[config.mk]
export PLATFORM = sky130hd
export DESIGN_NAME = color_key_bounding_box_core_flat
export DESIGN_NICKNAME = d
export VERILOG_FILES = /design/src/rtl/core/ckbb_pkg.sv /design/src/rtl/core/ckbb_pixel_if.sv /design/src/rtl/core/ckbb_box_if.sv /design/src/rtl/core/ckbb_cfg_regs.sv /design/src/rtl/core/ckbb_tracker.sv /design/src/rtl/core/ckbb_out_reg.sv /design/src/rtl/core/color_key_bounding_box_core.sv /design/src/flat_wrapper.sv
export VERILOG_INCLUDE_DIRS = /design/src /design/src/rtl/core
export SDC_FILE = /design/constraint.sdc
export NUM_CORES = 1
export LEC_CHECK = 0
export BUFFER_PORTS_ARGS = -buffer_cell sky130_fd_sc_hd__buf_2
export CAP_MARGIN = 20
export CORE_UTILIZATION = 63
export CTS_BUF_LIST = sky130_fd_sc_hd__clkbuf_2 sky130_fd_sc_hd__clkbuf_4 sky130_fd_sc_hd__clkbuf_8
export CTS_CLUSTER_DIAMETER = 40
export DETAILED_ROUTE_END_ITERATION = 8
export GPL_TIMING_DRIVEN = 1
export PLACE_DENSITY = 0.83
export SKIP_LAST_GASP = 1
export SYNTH_ARGS = -nofsm -noshare
export SYNTH_HDL_FRONTEND = slang
export SYNTH_SLANG_ARGS = --single-unit
[constraint.sdc]
create_clock -name i_clk -period 6.2 [get_ports i_clk]
set_input_delay 0.62 -clock i_clk [delete_from_list [all_inputs] [get_ports i_clk]]
set_output_delay 0.62 -clock i_clk [all_outputs]
set_load 0.1 [all_outputs]
[src/rtl/core/color_key_bounding_box_core_macros.svh]
// Assertion macros shared by the color-key bounding box RTL.
// Included by modules that carry concurrent assertions; no dependencies.
`ifndef COLOR_KEY_BOUNDING_BOX_CORE_MACROS_SVH
`define COLOR_KEY_BOUNDING_BOX_CORE_MACROS_SVH

`ifndef SYNTHESIS
`define CKBB_ASSERT(lbl, clk, rst_n, prop) \
    lbl: assert property (@(posedge clk) disable iff (!rst_n) prop) \
        else $error("ckbb assertion failed");
`define CKBB_ASSERT_NEXT(lbl, clk, rst_n, ante, cons) \
    lbl: assert property (@(posedge clk) disable iff (!rst_n) (ante) |=> (cons)) \
        else $error("ckbb assertion failed");
`else
`define CKBB_ASSERT(lbl, clk, rst_n, prop)
`define CKBB_ASSERT_NEXT(lbl, clk, rst_n, ante, cons)
`endif

`endif

[src/rtl/core/ckbb_pkg.sv]
// Package for the color-key bounding box core: widths, register codes,
// payload structs and the dimension/scaling helpers. No dependencies.
`timescale 1ns / 1ps

package ckbb_pkg;

    localparam int MAX_DIM     = 4096;
    localparam int SCALE_SHIFT = 2;

    localparam int COLOR_W   = 8;
    localparam int CFG_DIM_W = 13;
    localparam int CFG_W     = 13;
    localparam int CFG_IDX_W = 3;
    localparam int OUT_W     = 10;
    localparam int OUT_MAX   = 1023;

    localparam int CNT_W = $clog2(MAX_DIM);
    localparam int EFF_W = $clog2(MAX_DIM + 1);

    localparam logic [CFG_DIM_W-1:0] WIDTH_RESET  = CFG_DIM_W'(640);
    localparam logic [CFG_DIM_W-1:0] HEIGHT_RESET = CFG_DIM_W'(480);

    typedef enum logic [CFG_IDX_W-1:0] {
        REG_KEY_RED      = 3'd0,
        REG_KEY_GREEN    = 3'd1,
        REG_KEY_BLUE     = 3'd2,
        REG_IMAGE_WIDTH  = 3'd3,
        REG_IMAGE_HEIGHT = 3'd4
    } t_reg_idx;

    typedef struct packed {
        logic [COLOR_W-1:0] blue;
        logic [COLOR_W-1:0] green;
        logic [COLOR_W-1:0] red;
    } t_pixel;

    typedef struct packed {
        t_pixel           key;
        logic [EFF_W-1:0] width;
        logic [EFF_W-1:0] height;
    } t_cfg;

    typedef struct packed {
        logic [OUT_W-1:0] left;
        logic [OUT_W-1:0] top;
        logic [OUT_W-1:0] width;
        logic [OUT_W-1:0] height;
        logic             found;
    } t_box;

    // zero reads as one, anything above MAX_DIM as MAX_DIM
    function automatic logic [EFF_W-1:0] clamp_dim(input logic [CFG_DIM_W-1:0] v);
        if (v == '0) begin
            return EFF_W'(1);
        end else if (32'(v) > 32'(MAX_DIM)) begin
            return EFF_W'(MAX_DIM);
        end else begin
            return EFF_W'(v);
        end
    endfunction

    function automatic logic [OUT_W-1:0] scale_sat(input logic [CNT_W-1:0] v);
        logic [CNT_W-1:0] s;
        s = v >> SCALE_SHIFT;
        if (32'(s) > 32'(OUT_MAX)) begin
            return OUT_W'(OUT_MAX);
        end else begin
            return OUT_W'(s);
        end
    endfunction

endpackage

[src/rtl/core/ckbb_pixel_if.sv]
// Pixel stream channel: valid/ready handshake with blue, green, red bytes.
// Depends on ckbb_pkg.
`timescale 1ns / 1ps

interface ckbb_pixel_if;
    logic                        valid;
    logic                        ready;
    logic [ckbb_pkg::COLOR_W-1:0] pixel_blue;
    logic [ckbb_pkg::COLOR_W-1:0] pixel_green;
    logic [ckbb_pkg::COLOR_W-1:0] pixel_red;

    modport source (output valid, pixel_blue, pixel_green, pixel_red, input ready);
    modport sink   (input valid, pixel_blue, pixel_green, pixel_red, output ready);
endinterface

[src/rtl/core/ckbb_box_if.sv]
// Bounding box result channel: valid/ready handshake with box fields.
// Depends on ckbb_pkg.
`timescale 1ns / 1ps

interface ckbb_box_if;
    logic                        valid;
    logic                        ready;
    logic [ckbb_pkg::OUT_W-1:0]  box_left;
    logic [ckbb_pkg::OUT_W-1:0]  box_top;
    logic [ckbb_pkg::OUT_W-1:0]  box_width;
    logic [ckbb_pkg::OUT_W-1:0]  box_height;
    logic                        found;

    modport source (output valid, box_left, box_top, box_width, box_height, found,
                    input ready);
    modport sink   (input valid, box_left, box_top, box_width, box_height, found,
                    output ready);
endinterface

[src/rtl/core/ckbb_cfg_regs.sv]
// Configuration register file: key color and clamped frame dimensions.
// Depends on ckbb_pkg.
`timescale 1ns / 1ps

module ckbb_cfg_regs (
    input  logic                             i_clk,
    input  logic                             i_rst_n,
    input  logic                             i_cfg_we,
    input  logic [ckbb_pkg::CFG_IDX_W-1:0]   i_cfg_index,
    input  logic [ckbb_pkg::CFG_W-1:0]       i_cfg_data,
    output ckbb_pkg::t_cfg                   o_cfg
);

    ckbb_pkg::t_pixel                    r_key;
    logic [ckbb_pkg::CFG_DIM_W-1:0]      r_width;
    logic [ckbb_pkg::CFG_DIM_W-1:0]      r_height;

    always_ff @(posedge i_clk) begin
        if (!i_rst_n) begin
            r_key    <= '0;
            r_width  <= ckbb_pkg::WIDTH_RESET;
            r_height <= ckbb_pkg::HEIGHT_RESET;
        end else if (i_cfg_we) begin
            case (i_cfg_index)
                ckbb_pkg::REG_KEY_RED: begin
                    r_key.red <= i_cfg_data[ckbb_pkg::COLOR_W-1:0];
                end
                ckbb_pkg::REG_KEY_GREEN: begin
                    r_key.green <= i_cfg_data[ckbb_pkg::COLOR_W-1:0];
                end
                ckbb_pkg::REG_KEY_BLUE: begin
                    r_key.blue <= i_cfg_data[ckbb_pkg::COLOR_W-1:0];
                end
                ckbb_pkg::REG_IMAGE_WIDTH: begin
                    r_width <= i_cfg_data[ckbb_pkg::CFG_DIM_W-1:0];
                end
                ckbb_pkg::REG_IMAGE_HEIGHT: begin
                    r_height <= i_cfg_data[ckbb_pkg::CFG_DIM_W-1:0];
                end
                default: begin
                end
            endcase
        end
    end

    always_comb begin
        o_cfg.key    = r_key;
        o_cfg.width  = ckbb_pkg::clamp_dim(r_width);
        o_cfg.height = ckbb_pkg::clamp_dim(r_height);
    end

endmodule

[src/rtl/core/ckbb_tracker.sv]
// Input register plus frame tracker: raster counters, min/max extents and
// the end-of-frame box result. Depends on ckbb_pkg and the macros header.
`timescale 1ns / 1ps
`include "color_key_bounding_box_core_macros.svh"

module ckbb_tracker (
    input  logic              i_clk,
    input  logic              i_rst_n,
    input  ckbb_pkg::t_cfg    i_cfg,
    input  logic              i_valid,
    input  ckbb_pkg::t_pixel  i_pixel,
    output logic              o_ready,
    input  logic              i_out_free,
    output logic              o_res_valid,
    output ckbb_pkg::t_box    o_res
);

    logic                          r_in_valid;
    ckbb_pkg::t_pixel              r_pixel;
    logic [ckbb_pkg::CNT_W-1:0]    r_col, r_row;
    logic [ckbb_pkg::CNT_W-1:0]    r_min_col, r_max_col, r_min_row, r_max_row;
    logic                          r_any_seen;

    logic [ckbb_pkg::CNT_W-1:0]    n_min_col, n_max_col, n_min_row, n_max_row;
    logic                          n_any_seen;
    logic                          is_obj, last_col, last_row, frame_end, advance;

    always_comb begin
        is_obj     = (r_pixel != i_cfg.key);
        n_min_col  = (is_obj && (r_col < r_min_col)) ? r_col : r_min_col;
        n_max_col  = (is_obj && (r_col > r_max_col)) ? r_col : r_max_col;
        n_min_row  = (is_obj && (r_row < r_min_row)) ? r_row : r_min_row;
        n_max_row  = (is_obj && (r_row > r_max_row)) ? r_row : r_max_row;
        n_any_seen = r_any_seen | is_obj;

        last_col  = (ckbb_pkg::EFF_W'(r_col) + ckbb_pkg::EFF_W'(1)) >= i_cfg.width;
        last_row  = (ckbb_pkg::EFF_W'(r_row) + ckbb_pkg::EFF_W'(1)) >= i_cfg.height;
        frame_end = last_col && last_row;

        advance     = r_in_valid && (!frame_end || i_out_free);
        o_ready     = !r_in_valid || advance;
        o_res_valid = r_in_valid && frame_end && i_out_free;

        if (n_any_seen) begin
            o_res.left   = ckbb_pkg::scale_sat(n_min_col);
            o_res.top    = ckbb_pkg::scale_sat(n_min_row);
            o_res.width  = ckbb_pkg::scale_sat(n_max_col - n_min_col);
            o_res.height = ckbb_pkg::scale_sat(n_max_row - n_min_row);
            o_res.found  = 1'b1;
        end else begin
            o_res = '0;
        end
    end

    always_ff @(posedge i_clk) begin
        if (!i_rst_n) begin
            r_in_valid <= 1'b0;
        end else if (i_valid && o_ready) begin
            r_in_valid <= 1'b1;
        end else if (advance) begin
            r_in_valid <= 1'b0;
        end
    end

    always_ff @(posedge i_clk) begin
        if (i_valid && o_ready) begin
            r_pixel <= i_pixel;
        end
    end

    always_ff @(posedge i_clk) begin
        if (!i_rst_n) begin
            r_col      <= '0;
            r_row      <= '0;
            r_min_col  <= '1;
            r_max_col  <= '0;
            r_min_row  <= '1;
            r_max_row  <= '0;
            r_any_seen <= 1'b0;
        end else if (advance) begin
            if (frame_end) begin
                r_col      <= '0;
                r_row      <= '0;
                r_min_col  <= '1;
                r_max_col  <= '0;
                r_min_row  <= '1;
                r_max_row  <= '0;
                r_any_seen <= 1'b0;
            end else begin
                r_min_col  <= n_min_col;
                r_max_col  <= n_max_col;
                r_min_row  <= n_min_row;
                r_max_row  <= n_max_row;
                r_any_seen <= n_any_seen;
                if (last_col) begin
                    r_col <= '0;
                    r_row <= r_row + ckbb_pkg::CNT_W'(1);
                end else begin
                    r_col <= r_col + ckbb_pkg::CNT_W'(1);
                end
            end
        end
    end

    `CKBB_ASSERT(a_empty_extents, i_clk, i_rst_n, !r_any_seen |-> (r_min_col == '1 && r_max_col == '0 && r_min_row == '1 && r_max_row == '0))
    `CKBB_ASSERT(a_ordered_extents, i_clk, i_rst_n, r_any_seen |-> (r_min_col <= r_max_col && r_min_row <= r_max_row))
    `CKBB_ASSERT_NEXT(a_held_item_kept, i_clk, i_rst_n, r_in_valid && !advance, r_in_valid && $stable(r_pixel))

endmodule

[src/rtl/core/ckbb_out_reg.sv]
// Result register for the box channel; loads when empty or being drained.
// Depends on ckbb_pkg and the macros header.
`timescale 1ns / 1ps
`include "color_key_bounding_box_core_macros.svh"

module ckbb_out_reg (
    input  logic             i_clk,
    input  logic             i_rst_n,
    input  logic             i_load,
    input  ckbb_pkg::t_box   i_box,
    output logic             o_free,
    output logic             o_valid,
    input  logic             i_ready,
    output ckbb_pkg::t_box   o_box
);

    logic            r_valid;
    ckbb_pkg::t_box  r_box;

    assign o_free  = !r_valid || i_ready;
    assign o_valid = r_valid;
    assign o_box   = r_box;

    always_ff @(posedge i_clk) begin
        if (!i_rst_n) begin
            r_valid <= 1'b0;
        end else if (i_load) begin
            r_valid <= 1'b1;
        end else if (i_ready) begin
            r_valid <= 1'b0;
        end
    end

    always_ff @(posedge i_clk) begin
        if (i_load) begin
            r_box <= i_box;
        end
    end

    `CKBB_ASSERT(a_load_only_when_free, i_clk, i_rst_n, i_load |-> o_free)

endmodule

[src/rtl/core/color_key_bounding_box_core.sv]
// Color-key bounding box core: per-frame extent of pixels that differ from
// a key color. Depends on ckbb_pkg, ckbb_pixel_if, ckbb_box_if and submodules.
//
// Usage:
//   i_pix  : pixel stream in raster order (blue, green, red bytes), valid/ready.
//   o_box  : one transaction per frame, after the frame's last pixel: box left,
//            top, width, height (all in pixels, divided by 4) and found.
//   cfg    : write port (i_cfg_we, i_cfg_index, i_cfg_data) for key color and
//            frame size; write only while no frame is in progress.
// Throughput: one pixel per cycle while no waiting result stalls the input,
//   set by the single input register to result register path; counters and
//   extents update once per pixel.
// Result: computed from the last pixel in the input register, then registered.
// Reset: clears counters and extents, empties both registers; key color 0,
//   frame 640 x 480.
// Stall: a waiting result holds the last pixel of the next frame in the input
//   register and no new pixel is taken meanwhile; pixels before it flow on.
`timescale 1ns / 1ps

module color_key_bounding_box_core (
    input  logic                            i_clk,
    input  logic                            i_rst_n,
    input  logic                            i_cfg_we,
    input  logic [ckbb_pkg::CFG_IDX_W-1:0]  i_cfg_index,
    input  logic [ckbb_pkg::CFG_W-1:0]      i_cfg_data,
    ckbb_pixel_if.sink                      i_pix,
    ckbb_box_if.source                      o_box
);

    ckbb_pkg::t_cfg    cfg;
    ckbb_pkg::t_pixel  pixel;
    ckbb_pkg::t_box    res, box;
    logic              res_valid, out_free;

    assign pixel.blue  = i_pix.pixel_blue;
    assign pixel.green = i_pix.pixel_green;
    assign pixel.red   = i_pix.pixel_red;

    ckbb_cfg_regs u_cfg (
        .i_clk       (i_clk),
        .i_rst_n     (i_rst_n),
        .i_cfg_we    (i_cfg_we),
        .i_cfg_index (i_cfg_index),
        .i_cfg_data  (i_cfg_data),
        .o_cfg       (cfg)
    );

    ckbb_tracker u_tracker (
        .i_clk       (i_clk),
        .i_rst_n     (i_rst_n),
        .i_cfg       (cfg),
        .i_valid     (i_pix.valid),
        .i_pixel     (pixel),
        .o_ready     (i_pix.ready),
        .i_out_free  (out_free),
        .o_res_valid (res_valid),
        .o_res       (res)
    );

    ckbb_out_reg u_out (
        .i_clk   (i_clk),
        .i_rst_n (i_rst_n),
        .i_load  (res_valid),
        .i_box   (res),
        .o_free  (out_free),
        .o_valid (o_box.valid),
        .i_ready (o_box.ready),
        .o_box   (box)
    );

    assign o_box.box_left   = box.left;
    assign o_box.box_top    = box.top;
    assign o_box.box_width  = box.width;
    assign o_box.box_height = box.height;
    assign o_box.found      = box.found;

endmodule

[src/flat_wrapper.sv]
// flat-port wrapper written by rule: the top's interface ports become plain ports
module color_key_bounding_box_core_flat 
  (i_clk, i_rst_n, i_cfg_we, i_cfg_index, i_cfg_data, i_pix_valid, i_pix_pixel_blue, i_pix_pixel_green, i_pix_pixel_red, i_pix_ready, o_box_valid, o_box_box_left, o_box_box_top, o_box_box_width, o_box_box_height, o_box_found, o_box_ready);
  ckbb_pixel_if i_pix_i ();
  ckbb_box_if o_box_i ();
  input  logic i_clk;
  input  logic i_rst_n;
  input  logic i_cfg_we;
  input  logic [ckbb_pkg::CFG_IDX_W-1:0] i_cfg_index;
  input  logic [ckbb_pkg::CFG_W-1:0] i_cfg_data;
  input wire logic [$bits(i_pix_i.valid)-1:0] i_pix_valid;
  input wire logic [$bits(i_pix_i.pixel_blue)-1:0] i_pix_pixel_blue;
  input wire logic [$bits(i_pix_i.pixel_green)-1:0] i_pix_pixel_green;
  input wire logic [$bits(i_pix_i.pixel_red)-1:0] i_pix_pixel_red;
  output wire logic [$bits(i_pix_i.ready)-1:0] i_pix_ready;
  output wire logic [$bits(o_box_i.valid)-1:0] o_box_valid;
  output wire logic [$bits(o_box_i.box_left)-1:0] o_box_box_left;
  output wire logic [$bits(o_box_i.box_top)-1:0] o_box_box_top;
  output wire logic [$bits(o_box_i.box_width)-1:0] o_box_box_width;
  output wire logic [$bits(o_box_i.box_height)-1:0] o_box_box_height;
  output wire logic [$bits(o_box_i.found)-1:0] o_box_found;
  input wire logic [$bits(o_box_i.ready)-1:0] o_box_ready;
  assign i_pix_i.valid = i_pix_valid;
  assign i_pix_i.pixel_blue = i_pix_pixel_blue;
  assign i_pix_i.pixel_green = i_pix_pixel_green;
  assign i_pix_i.pixel_red = i_pix_pixel_red;
  assign i_pix_ready = i_pix_i.ready;
  assign o_box_valid = o_box_i.valid;
  assign o_box_box_left = o_box_i.box_left;
  assign o_box_box_top = o_box_i.box_top;
  assign o_box_box_width = o_box_i.box_width;
  assign o_box_box_height = o_box_i.box_height;
  assign o_box_found = o_box_i.found;
  assign o_box_i.ready = o_box_ready;
  color_key_bounding_box_core u_core (.i_clk(i_clk), .i_rst_n(i_rst_n), .i_cfg_we(i_cfg_we), .i_cfg_index(i_cfg_index), .i_cfg_data(i_cfg_data), .i_pix(i_pix_i), .o_box(o_box_i));
endmodule
**After elaboration in Yosys (flattened, before gate mapping)**

Index checks and enable logic that the tools add are counted.

- Output and inout bits: 43
- Register bits after elaboration: 190

- Add/subtract/negate cells: 6
- Reductions and logical operators: 27
- $lt $le $gt $ge: 12
- Muxes and demuxes: 26
- Bitwise gates (word level): 1
- Equal/unequal tests: 5

Operators with widths:

| kind | number |
|---|---|
| $mux W12 | 12 |
| $mux W13 | 4 |
| $gt A10 B10 Y1 const B | 4 |
| $mux W10 | 4 |
| $add A12 B1 Y13 const B | 2 |
| $ge A13 B13 Y1 | 2 |
| $gt A13 B13 Y1 const B | 2 |
| $logic_not A13 Y1 | 2 |
| $add A12 B1 Y12 const B | 2 |
| $gt A12 B12 Y1 | 2 |
| $lt A12 B12 Y1 | 2 |
| $ne A24 B24 Y1 | 1 |
| $sub A12 B12 Y12 | 2 |
| $reduce_and A2 Y1 | 6 |
| $logic_and A1 B1 Y1 | 9 |
| $eq A3 B2 Y1 const B | 2 |
| $mux W1 | 6 |
| $reduce_bool A2 Y1 | 3 |
| $eq A3 B1 Y1 const B | 1 |
| $eq A3 B3 Y1 const B | 1 |
| $logic_not A1 Y1 | 3 |
| $logic_not A3 Y1 | 1 |
| $logic_or A1 B1 Y1 | 3 |
| $or A1 B1 Y1 | 1 |

**Logic depth before layout (Yosys ltp)**

- Word-level depth: 11
- Mapped depth: 21
- Gate-level depth less buffers: 20

**Cells and area by module**

From an unflattened synthesis, not the netlist that was laid out.

- Cell total of the unflattened synthesis: 1198
- Area, all modules: 11019.3 µm²

Modules (own cells, without submodules):

| module | area an instance (µm²) | cells each | seq. area each (µm²) | times used |
|---|---|---|---|---|
| ckbb_tracker | 7668.6 | 912 | 2202.1 | 1 |
| ckbb_cfg_regs | 2070.7 | 241 | 1001.0 | 1 |
| ckbb_out_reg | 1280.0 | 45 | 1251.2 | 1 |

**Worst setup path before layout**

OpenSTA, ideal clock, no wires.

- Path kind: register to register
- Start point: register u_core.u_tracker.r_col[2] in the netlist's numbering
- End point: register u_core.u_out.r_box (netlist bit u_core.u_out.o_box[0]), enable pin
- Arrival: 4.686 ns
- Slack: 1.074 ns
- Setup time: 0.439 ns
- Stages on the path, launching flop included: 16
- Required time: 5.761 ns
- Buffers on the path: 2
- Period minus slack after synthesis: 5.126 ns
- Cell sequence: dfxtp_1 -> clkbuf_1 -> nand3_1 -> nor2_1 -> nand3_1 -> nor2_1 -> nand3_1 -> xnor2_1 -> ha_1 -> nand4_1 -> nor3_1 -> nor4_1 -> a21oi_1 -> o21ai_1 -> clkbuf_1 -> nor2_1

- Word-level cells in the longest chain between the ends: 5

RTL lines:

| element | RTL line | source |
|---|---|---|
| start, declared | ckbb_tracker.sv:20 | `logic [ckbb_pkg::CNT_W-1:0] r_col, r_row;` |
| start signal, assigned | ckbb_tracker.sv:99 | `r_col <= r_col + ckbb_pkg::CNT_W'(1);` |
| $add A12 B1 Y13 | ckbb_tracker.sv:36 | `last_col = (ckbb_pkg::EFF_W'(r_col) + ckbb_pkg::EFF_W'(1)) >= i_cfg.width;` |
| $ge A13 B13 Y1 | ckbb_tracker.sv:36 |  |
| $logic_and A1 B1 Y1 | ckbb_tracker.sv:38 | `frame_end = last_col && last_row;` |
| $logic_and A1 B1 Y1 (2 in series) | ckbb_tracker.sv:42 | `o_res_valid = r_in_valid && frame_end && i_out_free;` |
| named net u_core.res_valid | color_key_bounding_box_core.sv:33 | `logic res_valid, out_free;` |
| end signal, assigned | ckbb_out_reg.sv:36 | `r_box <= i_box;` |
| end, declared | ckbb_out_reg.sv:18 | `ckbb_pkg::t_box r_box;` |

The timed path passes the listed nets, and every way through them passes these cells.
A chain may end at the register's enable or synchronous reset.

**Final worst setup path**

- Start point: register u_core.u_tracker.r_col[2] in the netlist's numbering
- End point: output port i_pix_ready

- Word-level cells in the longest chain between the ends: 7

RTL lines:

| element | RTL line | source |
|---|---|---|
| $add A12 B1 Y13 | ckbb_tracker.sv:36 |  |
| $ge A13 B13 Y1 | ckbb_tracker.sv:36 |  |
| $logic_and A1 B1 Y1 | ckbb_tracker.sv:38 |  |
| $logic_not A1 Y1 | ckbb_tracker.sv:40 | `advance = r_in_valid && (!frame_end \|\| i_out_free);` |
| $logic_or A1 B1 Y1 | ckbb_tracker.sv:40 |  |
| $logic_and A1 B1 Y1 | ckbb_tracker.sv:40 |  |
| $logic_or A1 B1 Y1 | ckbb_tracker.sv:41 | `o_ready = !r_in_valid \|\| advance;` |
| end, declared | flat_wrapper.sv:15 | `output wire logic [$bits(i_pix_i.ready)-1:0] i_pix_ready;` |

No other way between the ends.

==> impl_summary.log <==
[metrics] run status: completed
[metrics] die outline width: 134 um
[metrics] Worst-Margin Slew: 1.01 ns
[metrics] buffers added on ports: 87
[metrics] ys async rst share: 0%
[metrics] total CTS buffers: 17
[metrics] Total GRT Usage: 29.4%
[metrics] top cells by instance count after synthesis: 164 x sky130_fd_sc_hd__nand2_1, 125 x sky130_fd_sc_hd__dfxtp_1, 115 x sky130_fd_sc_hd__a21oi_1, 92 x sky130_fd_sc_hd__ha_1, 83 x sky130_fd_sc_hd__nor2_1
[metrics] clock latency at the later pin of the worst-skew pair: 0.49 ns
[metrics] filler cell count in the final layout: 1291
[metrics] accumulated negative setup slack: 0 ns
[metrics] worst hold margin: 0.292 ns
[metrics] number of cells upsized or downsized after cts: 0
[metrics] H-tree level count: 4
[metrics] vias in the first global route: 8614
[metrics] fmax: 0.193 GHz
[metrics] leading area contributor after synthesis: sky130_fd_sc_hd__dfxtp_1
[metrics] TritonCTS sink count: 190
[metrics] start point of the critical path: u_core.u_tracker.r_col[2]
[metrics] Die ar.: 17800 um2
[metrics] Area growth, synth to finish: 9.40%
[metrics] maximum number of pins on one net before global-route repair: 55
[metrics] Hold-fix buffers, CTS: 0
[metrics] unrepaired setup endpoints after global routing: false
[metrics] ranking of synthesized cells by area: sky130_fd_sc_hd__dfxtp_1 23%, sky130_fd_sc_hd__edfxtp_1 18%, sky130_fd_sc_hd__ha_1 11%
[metrics] multiplexer area fraction after synthesis: 1.62%
[metrics] crit path DAT: 4.56 ns
[metrics] endpoints failing hold: 0
[metrics] count of cell types in the netlist: 69
[metrics] largest clock skew in the final design: 0.0157 ns
[metrics] mean routed wirelength per cell: 16.9 um
[metrics] xor/xnor cell area share of the yosys netlist: 4.74%
[metrics] number of antenna-violating nets in the routed design: 0
[metrics] placement-stage worst setup slack: 1.47 ns
[metrics] area fraction of the dominant cell type after synthesis: 23.0%
[metrics] portion of the post-synthesis area used by sequential elements: 40.9%
[metrics] wire length of the first global-routing pass: 41.8 mm
[metrics] length of the first detailed-routing pass in iterations: 6
[metrics] Clk Tree Root Cell: sky130_fd_sc_hd__clkbuf_8
[metrics] GPL Wtd Cong: 0.899
[metrics] Critical Path Start Type: register
[metrics] Clock Tree Buf Depth: 2
[metrics] critical path required time: 5.58 ns
[metrics] CTS tree: yes
[metrics] worst setup path class: register to output pin
[metrics] worst-path maximum fanout: 38
[metrics] Slew headroom: 32.9%
[metrics] Starting Density: 65.0%
[metrics] Min-Delay Startpoint: i_pix_pixel_green[5]
[metrics] total number of vias: 9311
[metrics] mean post-synth cell area: 8.86 um2
[metrics] vias per cell: 6.12
[metrics] max-capacitance violation count: 0
[metrics] antenna violations before repair: 0
[metrics] most numerous cell in the Yosys netlist: sky130_fd_sc_hd__nand2_1
[metrics] Synth Net Count: 1368
[metrics] count of mapped cells out of synthesis: 1231
[metrics] CP Capture Type: output pin
[metrics] Chip Height: 134 um
[metrics] Worst IR Drop VDD: 142 uV
[metrics] HPWL after DPL: 18.6 mm
[metrics] number of nets in the layout: 1425
[metrics] worst hold path type: input pin to register
[metrics] synthesis warning total: 0
[metrics] setup repair bufs after CTS: 0
[metrics] post-detailed-route DRC marker count: 0
[metrics] Reg-to-Reg Start: u_core.u_tracker.r_col[9]
[metrics] clock transition at the register clock pins on the worst setup and hold paths after CTS: 0.10 ns
[metrics] Final setup viols: 0
[metrics] count of boundary I/O pins: 88
[metrics] dominant combinational cell family by area after synthesis: compound AO/OA/AOI/OAI gates
[metrics] final-report max-slew violation count: 0
[metrics] number of synthesized register bits: 190
[metrics] Std-Cell Rows: 47
[metrics] dominant register cell in the synthesized netlist: sky130_fd_sc_hd__dfxtp_1
[metrics] Final Critical Period: 5.18 ns
[metrics] total detailed-routing wirelength: 25.7 mm
[metrics] number of enable-type register cells in the synthesized netlist: 65
[metrics] Post-Synth Adder-Cell Area: 10.7%
[metrics] fin crit share: 83.5%
[metrics] fraction of the mapped netlist area in compound gates: 19.6%
[metrics] Post-Syn Area: 10900 um2
[metrics] leakage power summed over all cells: 4.98 nW
[metrics] setup slack of the critical path after layout: 1.02 ns
[metrics] core region area: 16800 um2
[metrics] overall overflow remaining after global route: 0
[metrics] PD cells: 203 nW/um2
[metrics] Detailed Route Iter0 Violations: 757
[metrics] fraction of layout instances using a drive strength above 1: 13.5%
[metrics] area share of and/or/nand/nor cells after synthesis: 17.9%
[sequential cells by signal, indices dropped and copies added (netlist names)]
signal	count
u_core.u_cfg.o_cfg	24
u_core.u_cfg.r_height	13
u_core.u_cfg.r_width	13
u_core.u_out.o_box	41
u_core.u_out.o_valid	1
u_core.u_tracker.r_any_seen	1
u_core.u_tracker.r_col	12
u_core.u_tracker.r_in_valid	1
u_core.u_tracker.r_max_col	12
u_core.u_tracker.r_max_row	12
u_core.u_tracker.r_min_col	12
u_core.u_tracker.r_min_row	12
u_core.u_tracker.r_pixel	24
u_core.u_tracker.r_row	12
[area by class of cell]
| class | instances | area (um2) | area share (%) |
|---|---|---|---|
| inverter | 74 | 278 | 2.33 |
| timing repair buffer | 100 | 553 | 4.64 |
| sequential | 190 | 4450 | 37.3 |
| tap | 220 | 275 | 2.31 |
| antenna | 1 | 2.50 | 0.0210 |
| clock inverter | 11 | 131 | 1.10 |
| multi-input combinational | 905 | 5960 | 49.9 |
| clock buffer | 21 | 277 | 2.32 |
[path summary, 6_finish.rpt]
path,to,slack [ns],cells past startpoint
worst max-delay path,i_pix_ready,1.02,15
worst min-delay path,u_core.u_tracker.r_pixel[13],0.29,1
worst max register to register,u_core.u_out.o_box[20],1.33,19
worst min register to register,u_core.u_tracker.r_min_row[1],0.47,1
[stage by stage]
step           cells  instance area [um2]  total power [mW]  util, %
3_5_place_dp    1488                11500              1.60     68.5
6_report        1522                11900              2.42     71.2
5_1_grt         1521                11900              2.49     71.1
2_1_floorplan   1231                10900              1.53        -
4_1_cts         1520                11900              2.42     71.0
3_3_place_gp    1488                11500              1.59     68.5
[placed cells by master (no fill, tap or decap), types with 10 or more instances in the layout]
master | synthesis | layout
sky130_fd_sc_hd__nand2_1 | 164 | 164
sky130_fd_sc_hd__dfxtp_1 | 125 | 125
sky130_fd_sc_hd__a21oi_1 | 115 | 115
sky130_fd_sc_hd__ha_1 | 92 | 92
sky130_fd_sc_hd__buf_2 | 3 | 87
sky130_fd_sc_hd__nor2_1 | 83 | 80
sky130_fd_sc_hd__inv_1 | 73 | 73
sky130_fd_sc_hd__edfxtp_1 | 65 | 65
sky130_fd_sc_hd__xnor2_1 | 49 | 49
sky130_fd_sc_hd__nor3_1 | 41 | 41
sky130_fd_sc_hd__o21ai_0 | 37 | 36
sky130_fd_sc_hd__nand3_1 | 31 | 31
sky130_fd_sc_hd__nand4_1 | 26 | 26
sky130_fd_sc_hd__a211o_1 | 26 | 26
sky130_fd_sc_hd__a21o_1 | 20 | 20
sky130_fd_sc_hd__a22o_1 | 20 | 20
sky130_fd_sc_hd__clkbuf_8 | 0 | 19
sky130_fd_sc_hd__a31oi_1 | 15 | 14
sky130_fd_sc_hd__mux2_2 | 13 | 13
sky130_fd_sc_hd__nor4_1 | 12 | 12
sky130_fd_sc_hd__buf_4 | 0 | 12
sky130_fd_sc_hd__o21a_1 | 11 | 11
sky130_fd_sc_hd__o21ai_1 | 10 | 11
sky130_fd_sc_hd__nor2b_1 | 10 | 10
sky130_fd_sc_hd__xor2_1 | 10 | 10
[power breakdown]
part / internal, mW / total [mW] / switching, mW
clock network: 0.393 / 0.849 / 0.456
logic: 0.0927 / 0.225 / 0.132
registers: 1.32 / 1.35 / 0.0251
total: 1.81 / 2.42 / 0.613
[routing by layer]
metal / share of wire (%) / track usage (%) / vias to the layer above
met4: 2.6 / 11.7 / 0
met1: 43 / 37.0 / 4336
li1: - / - / 4538
met3: 5.9 / 4.79 / 63
met2: 48 / 50.4 / 374
met5: 0 / 0 / -
[worst max-delay path, cell delays in order, from the launching register on]
cell and delay, ns:
sky130_fd_sc_hd__dfxtp_1 0.54, sky130_fd_sc_hd__nand3_1 0.24, sky130_fd_sc_hd__nor2_1 0.16, sky130_fd_sc_hd__nand3_1 0.17, sky130_fd_sc_hd__nor2_1 0.31, sky130_fd_sc_hd__nand3_1 0.22, sky130_fd_sc_hd__xnor2_1 0.20, sky130_fd_sc_hd__ha_1 0.30
sky130_fd_sc_hd__nand4_1 0.09, sky130_fd_sc_hd__nor3_1 0.19, sky130_fd_sc_hd__nor4_1 0.09, sky130_fd_sc_hd__a21oi_1 0.40, sky130_fd_sc_hd__a21boi_2 0.24, sky130_fd_sc_hd__buf_4 0.41, sky130_fd_sc_hd__nand3_1 0.15, sky130_fd_sc_hd__buf_2 0.35
[kinds of logic after synthesis]
logic type / after synthesis
multiplexers: 16
buffers and inverters: 136
AND/OR/NAND/NOR: 418
AO/OA/AOI/OAI: 319
flip-flops: 190
adder cells (fa/ha/maj): 93
XOR/XNOR: 59
Note: power is estimated with default switching activity, not from simulation.
